<file path="config.mk">
export PLATFORM = sky130hd
export DESIGN_NAME = flm_row
export DESIGN_NICKNAME = d
export VERILOG_FILES = /design/src/rtl/fault_list_manager_core_defines.svh /design/src/rtl/flm_pkg.sv /design/src/rtl/flm_cell.sv /design/src/rtl/flm_row.sv
export SDC_FILE = /design/constraint.sdc
export NUM_CORES = 1
export LEC_CHECK = 0
export BUFFER_PORTS_ARGS = -buffer_cell sky130_fd_sc_hd__buf_4
export CAP_MARGIN = 20
export CORE_MARGIN = 3
export CORE_UTILIZATION = 53
export CTS_BUF_LIST = sky130_fd_sc_hd__clkbuf_4 sky130_fd_sc_hd__clkbuf_8
export DETAILED_ROUTE_END_ITERATION = 10
export PLACE_DENSITY_LB_ADDON = 0.25
export SLEW_MARGIN = 20
export SYNTH_ARGS = -nofsm -noshare
export SYNTH_HDL_FRONTEND = slang
export SYNTH_HIERARCHICAL = 1
export SYNTH_SLANG_ARGS = --single-unit
export TNS_END_PERCENT = 5
</file>
<file path="constraint.sdc">
create_clock -name clk -period 2.65 [get_ports clk]
set_input_delay 0.3975 -clock clk [delete_from_list [all_inputs] [get_ports clk]]
set_output_delay 0.3975 -clock clk [all_outputs]
set_load 0.1 [all_outputs]
</file>
<file path="src/rtl/fault_list_manager_core_defines.svh">
// ---------------------------------------------------------------------------
// Fault list manager assertion macros
// Concurrent assertion wrappers; they expand to nothing when SYNTHESIS is set.
// ---------------------------------------------------------------------------
`ifndef FAULT_LIST_MANAGER_CORE_DEFINES_SVH
`define FAULT_LIST_MANAGER_CORE_DEFINES_SVH

`ifndef SYNTHESIS
// Same-cycle implication, disabled while reset is asserted
`define FLM_ASSERT_IMP(name, clk, rst_n, ante, cons) \
	name: assert property (@(posedge clk) disable iff (!rst_n) (ante) |-> (cons)) \
		else $error("fault list manager assertion failed");
// Next-cycle implication, disabled while reset is asserted
`define FLM_ASSERT_NXT(name, clk, rst_n, ante, cons) \
	name: assert property (@(posedge clk) disable iff (!rst_n) (ante) |=> (cons)) \
		else $error("fault list manager assertion failed");
`else
`define FLM_ASSERT_IMP(name, clk, rst_n, ante, cons)
`define FLM_ASSERT_NXT(name, clk, rst_n, ante, cons)
`endif

`endif

</file>
<file path="src/rtl/flm_pkg.sv">
// ---------------------------------------------------------------------------
// Fault list manager package
// Record layout, operation codes and command types shared by the cells,
// the per-axis rows and the top level.
// ---------------------------------------------------------------------------
`default_nettype none

package flm_pkg;

	// Default sizes
	localparam int LIST_DEPTH_DEF    = 8;
	localparam int HISTORY_DEPTH_DEF = 8;
	localparam int AXES_DEF          = 2;

	localparam int CODE_W = 8;

	// One fault record: code in the low bits, attributes above
	typedef struct packed {
		logic              stop;
		logic              clr;
		logic              hist;
		logic [CODE_W-1:0] code;
	} rec_t;

	// Operation carried in tuser
	typedef enum logic [1:0] {
		OP_REPORT    = 2'd0,
		OP_CLR       = 2'd1,
		OP_CODE      = 2'd2,
		OP_CLR_HIST  = 2'd3
	} op_t;

	// Command from the sequencer to one axis row
	typedef enum logic [2:0] {
		CMD_HOLD      = 3'd0,
		CMD_INSERT    = 3'd1,
		CMD_MARK_CLR  = 3'd2,
		CMD_MARK_CODE = 3'd3,
		CMD_COMPACT   = 3'd4,
		CMD_FIN_HEAD  = 3'd5,
		CMD_FIN_CLR   = 3'd6,
		CMD_FIN_CODE  = 3'd7
	} row_cmd_t;

	// Command from a row to each of its list cells
	typedef enum logic [1:0] {
		CELL_HOLD  = 2'd0,
		CELL_SHIFT = 2'd1,
		CELL_MARK  = 2'd2,
		CELL_PULL  = 2'd3
	} cell_cmd_t;

	typedef struct packed {
		row_cmd_t cmd;
		logic     wipe_hist;
		rec_t     rec;
	} row_ctrl_t;

	typedef struct packed {
		logic              found;
		logic              pending;
		rec_t              cur_nxt;
		logic [CODE_W-1:0] newest;
	} row_stat_t;

	// Result item, last field in the lowest bits
	typedef struct packed {
		logic [CODE_W-1:0] newest_logged;
		logic              head_history;
		logic              head_stop;
		logic              head_clearable;
		logic [CODE_W-1:0] head_code;
		logic [3:0]        fault_count;
		logic              fault_active;
	} res_t;

endpackage

`default_nettype wire

</file>
<file path="src/rtl/flm_cell.sv">
// ---------------------------------------------------------------------------
// Fault list cell
// One slot of the current-fault list. Shifts toward the tail on insert,
// zeroes itself on a matching clear and pulls from its tail neighbor while
// a hole lies at or ahead of it.
// ---------------------------------------------------------------------------
`default_nettype none

module flm_cell (
	input  wire                 clk,
	input  wire                 arst_n,
	input  flm_pkg::cell_cmd_t  cmd,
	input  wire                 mark_clr,
	input  wire  [flm_pkg::CODE_W-1:0] key,
	input  flm_pkg::rec_t       prev_rec,
	input  flm_pkg::rec_t       next_rec,
	input  wire                 hole_in,
	output flm_pkg::rec_t       rec,
	output logic                hole_out,
	output logic                match,
	output logic                pending
);

	flm_pkg::rec_t rec_q;
	logic          empty;
	logic          kill;

	// Slot status
	assign empty    = (rec_q.code == '0);
	assign match    = !empty && (rec_q.code == key);
	assign hole_out = hole_in || empty;
	assign pending  = hole_in && !empty;
	assign kill     = mark_clr ? (!empty && rec_q.clr) : match;
	assign rec      = rec_q;

	// Update the slot
	always_ff @(posedge clk or negedge arst_n) begin
		if (!arst_n) begin
			rec_q <= '0;
		end else begin
			case (cmd)
				flm_pkg::CELL_SHIFT: begin
					rec_q <= prev_rec;
				end
				flm_pkg::CELL_MARK: begin
					if (kill) begin
						rec_q <= '0;
					end
				end
				flm_pkg::CELL_PULL: begin
					if (hole_out) begin
						rec_q <= next_rec;
					end
				end
				default: begin
					rec_q <= rec_q;
				end
			endcase
		end
	end

endmodule

`default_nettype wire

</file>
<file path="src/rtl/flm_row.sv">
// ---------------------------------------------------------------------------
// Fault list row
// State of one axis: a chain of list cells, the history shift line and the
// current fault record, plus the entry count of the packed list.
// ---------------------------------------------------------------------------
`default_nettype none

module flm_row #(
	parameter int LIST_DEPTH    = flm_pkg::LIST_DEPTH_DEF,
	parameter int HISTORY_DEPTH = flm_pkg::HISTORY_DEPTH_DEF,
	parameter int CNT_W         = $clog2(LIST_DEPTH + 1)
) (
	input  wire                 clk,
	input  wire                 arst_n,
	input  flm_pkg::row_ctrl_t  ctrl,
	output flm_pkg::row_stat_t  stat,
	output logic [CNT_W-1:0]    count
);

	flm_pkg::rec_t      rec_w   [LIST_DEPTH];
	logic [LIST_DEPTH:0] hole_w;
	logic [LIST_DEPTH-1:0] match_w;
	logic [LIST_DEPTH-1:0] pend_w;
	logic [LIST_DEPTH:0] occ_w;
	flm_pkg::cell_cmd_t cell_cmd;
	logic               mark_clr;
	flm_pkg::rec_t      cur_q;
	flm_pkg::rec_t      cur_nxt;
	logic [flm_pkg::CODE_W-1:0] hist_q [HISTORY_DEPTH];
	logic               hist_push;
	logic               hist_wipe;

	// Map the row command onto the cell command
	always_comb begin
		case (ctrl.cmd)
			flm_pkg::CMD_INSERT:    cell_cmd = flm_pkg::CELL_SHIFT;
			flm_pkg::CMD_MARK_CLR:  cell_cmd = flm_pkg::CELL_MARK;
			flm_pkg::CMD_MARK_CODE: cell_cmd = flm_pkg::CELL_MARK;
			flm_pkg::CMD_COMPACT:   cell_cmd = flm_pkg::CELL_PULL;
			default:                cell_cmd = flm_pkg::CELL_HOLD;
		endcase
	end
	assign mark_clr = (ctrl.cmd == flm_pkg::CMD_MARK_CLR);

	assign hole_w[0] = 1'b0;

	// Chain of list cells, head at index 0
	for (genvar i = 0; i < LIST_DEPTH; i++) begin : g_cell
		flm_pkg::rec_t prev_w;
		flm_pkg::rec_t next_w;

		if (i == 0) begin : g_head
			assign prev_w = ctrl.rec;
		end else begin : g_body
			assign prev_w = rec_w[i-1];
		end
		if (i == LIST_DEPTH - 1) begin : g_tail
			assign next_w = '0;
		end else begin : g_inner
			assign next_w = rec_w[i+1];
		end

		flm_cell u_cell (
			.clk      (clk),
			.arst_n   (arst_n),
			.cmd      (cell_cmd),
			.mark_clr (mark_clr),
			.key      (ctrl.rec.code),
			.prev_rec (prev_w),
			.next_rec (next_w),
			.hole_in  (hole_w[i]),
			.rec      (rec_w[i]),
			.hole_out (hole_w[i+1]),
			.match    (match_w[i]),
			.pending  (pend_w[i])
		);

		assign occ_w[i] = (rec_w[i].code != '0);
	end
	assign occ_w[LIST_DEPTH] = 1'b0;

	// Count of the packed list: position of the last occupied slot
	always_comb begin
		count = '0;
		for (int i = 0; i < LIST_DEPTH; i++) begin
			if (occ_w[i] && !occ_w[i+1]) begin
				count = count | CNT_W'(i + 1);
			end
		end
	end

	// Next current record
	always_comb begin
		case (ctrl.cmd)
			flm_pkg::CMD_FIN_HEAD: begin
				cur_nxt = rec_w[0];
			end
			flm_pkg::CMD_FIN_CLR: begin
				cur_nxt = cur_q.clr ? '0 : cur_q;
			end
			flm_pkg::CMD_FIN_CODE: begin
				cur_nxt = (cur_q.code == ctrl.rec.code) ? '0 : cur_q;
				if (occ_w[0]) begin
					cur_nxt = rec_w[0];
				end
			end
			default: begin
				cur_nxt = cur_q;
			end
		endcase
	end

	always_ff @(posedge clk or negedge arst_n) begin
		if (!arst_n) begin
			cur_q <= '0;
		end else begin
			cur_q <= cur_nxt;
		end
	end

	// History shift line, newest at index 0
	assign hist_push = (ctrl.cmd == flm_pkg::CMD_INSERT) && ctrl.rec.hist;
	assign hist_wipe = (ctrl.cmd == flm_pkg::CMD_MARK_CLR) && ctrl.wipe_hist;

	for (genvar h = 0; h < HISTORY_DEPTH; h++) begin : g_hist
		logic [flm_pkg::CODE_W-1:0] feed_w;

		if (h == 0) begin : g_first
			assign feed_w = ctrl.rec.code;
		end else begin : g_next
			assign feed_w = hist_q[h-1];
		end

		always_ff @(posedge clk or negedge arst_n) begin
			if (!arst_n) begin
				hist_q[h] <= '0;
			end else if (hist_wipe) begin
				hist_q[h] <= '0;
			end else if (hist_push) begin
				hist_q[h] <= feed_w;
			end
		end
	end

	// Row status
	assign stat.found   = |match_w;
	assign stat.pending = |pend_w;
	assign stat.cur_nxt = cur_nxt;
	assign stat.newest  = hist_q[0];

endmodule

`default_nettype wire

</file>
==> reports/qor.yml <==
pwr:
  pwr-share-comb: 0.600
  finalPower_w: 0.00902
  power_frac_seq: 0.283
  p_sw_w: 0.00421
  netSwitchingFraction: 0.467
  powerDensity_nw_per_um2: 1000
  max-vdd-ir-drop_uv: 657
  p_int_w: 0.00481
  leakagePower_nw: 4.07
  clockPowerShare: 0.117
placement:
  gp_congestion: 0.892
  io_buffer_count: 41
  dp.cells: 1063
  dp_hpwl_um: 14900
cts:
  root_buffer: "clkbuf_8"
  clkTransAtPathRegs_ps: 100
  htreeDepth: 3
  cts-buffers-inserted: 9
  cts_tree: "yes"
  cts.path.max_buffers: 2
  clock_latency_ps: 390
  cts_sinks: 107
run_status:
  outcome: "complete, but fails checks"
  violations: "setup timing"
timing:
  tns_ps: -6640
  worst_clock_skew_ps: 10.9
  fmax_mhz: 302
  hold_viol: 0
  final_max_slew_viol_count: 0
  max_slew_margin: 0.500
  period_minus_slack_ps: 3320
  timing.final.ws_setup_ps: -667
  setup_viol: 35
  worst_pin_slew_ps: 750
  period_share: 1.25
  rsz0062_at_grt: "yes"
global_routing:
  grt_usage: 0.292
  grt_pass1_vias: 6582
  grt_overflow: 0
  antenna_found_initial: 0
  grt_pass1_wl_um: 34400
  grt_max_degree: 53
floorplan:
  die-area_um2: 15100
  die_w_um: 123
  io_pins: 42
  initial_core_util: 0.546
  core_um2: 13300
  num_rows: 42
  fp.dieH_um: 123
setup_path:
  crit_path_max_incr_delay_ps: 420
  worstSetupEndpointType: "primary output"
  start_kind: "flop"
  crit_path_start: "g_cell[0].u_cell/rec[7]$_DFFE_PN0P_"
  path_max_fanout: 2
  required_ps: 2250
  cp_data_arrival_time_ps: 2920
  rr_startpoint: "g_cell[0].u_cell/rec[7]$_DFFE_PN0P_"
  cp_slowest_cell: "dfrtp_1"
  path_class: "flop to primary output"
  path_common_cell: "a21oi_2"
  path_cells: "nor4_4 -> a21oi_2 -> inv_2 -> a21oi_2 -> inv_2 -> a21oi_2 -> inv_2 -> a21oi_2 -> inv_1 -> a21oi_2 -> inv_1 -> buf_4 -> buf_4 -> and2_1 -> nor4_4 -> nand2_4 -> buf_12"
  r2r-end: "g_cell[7].u_cell/rec[2]$_DFFE_PN0P_"
  r2r_slack_ps: -300
  r2r_cells: 20
finish:
  antenna_cells: 0
  seqCellArea_um2: 2680
  multiInputGateArea_um2: 4410
  final_common_cell: "nand2_1"
  finalNonFillerCells: 1083
  areaGrowthSynthToFinish_pct: 24.1
  nets: 921
  fill_cells: 1005
  layout_common_cells: "nand2_1 (112), buf_4 (107), dfrtp_1 (103)"
  drive_gt1_frac: 0.319
route:
  finalWirelength_um: 21600
  vias_per_cell: 5.90
  drc: 0
  drt_iter0_markers: 555
  drtPass1Iterations: 6
  via_count: 6390
  wl_per_cell_um: 19.9
  ant_nets: 0
synth:
  syn_inst: 783
  yosysWarnings: 6
  synth_area_um2: 7260
  synth_area_per_cell_um2: 9.27
run:
  cap_violations: 0
hold_path:
  min_path_type: "input pin to asynchronous set/reset pin"
## power by group through the flow
| stage | logic [W] | registers [W] | clock network (W) |
|---|---|---|---|
| global placement | 0.00481 | 0.00250 | 0 |
| CTS | 0.00518 | 0.00252 | 0.00108 |
| finish | 0.00541 | 0.00255 | 0.00106 |
| global route | 0.00572 | 0.00260 | 0.00114 |
| detailed placement | 0.00489 | 0.00252 | 0 |
| floorplan | 0.00302 | 0.00265 | 0 |
## layer usage
layer  part of all wire  GRT usage  vias up
met3              0.051     0.0480       80
met2               0.49      0.497      258
met5                  0          0        -
met1               0.41      0.366     3134
li1                   -          -     2918
met4              0.045      0.128        0
## how the worst max path moves through the flow
stage,endpoint
detailed placement,stat[19]
CTS,stat[19]
global placement,stat[19]
global route,stat[19]
floorplan,stat[19]
finish,stat[19]
## what timing repair did
action / CTS / global route
setup endpoints to repair: 37 / 59
setup buffers: 7 / 1
hold buffers: 0 / 0
resized for setup: 54 / 24
pin swaps: 13 / 7
gates cloned: 0 / 1
## per-stage QoR
stage | util | hold slack [ps] | worst slack, ps | area (um2)
after floorplan | - | 102 | -120 | 7370
after global placement | 0.630 | 488 | -306 | 8370
after detailed placement | 0.630 | 485 | -361 | 8370
after CTS | 0.669 | 80.8 | -699 | 8900
after global routing | 0.677 | 89.3 | -859 | 9010
final | 0.677 | 67.1 | -667 | 9010
## worst max-delay path: cells and delay by family, from the launching register on
| kind | cells | cell delay (ps) |
|---|---|---|
| flip-flops | 1 | 420 |
| buffers and inverters | 8 | 760 |
| AO/OA/AOI/OAI | 5 | 710 |
| AND/OR/NAND/NOR | 4 | 660 |
## layout make-up
cell class                      instances  area share
Clock buffer                           12      0.0183
Timing Repair Buffer                  126       0.126
Multi-Input combinational cell        564       0.489
Inverter                               96      0.0400
Sequential cell                       107       0.298
Tap cell                              176      0.0245
Clock inverter                          2     0.00389
## state kept, by name, summed over array words and instances, names as in the netlist
name	count
cur_q	11
g_cell.u_cell/rec	88
g_hist.feed_w	8
Power figures use the tool's default switching activity.
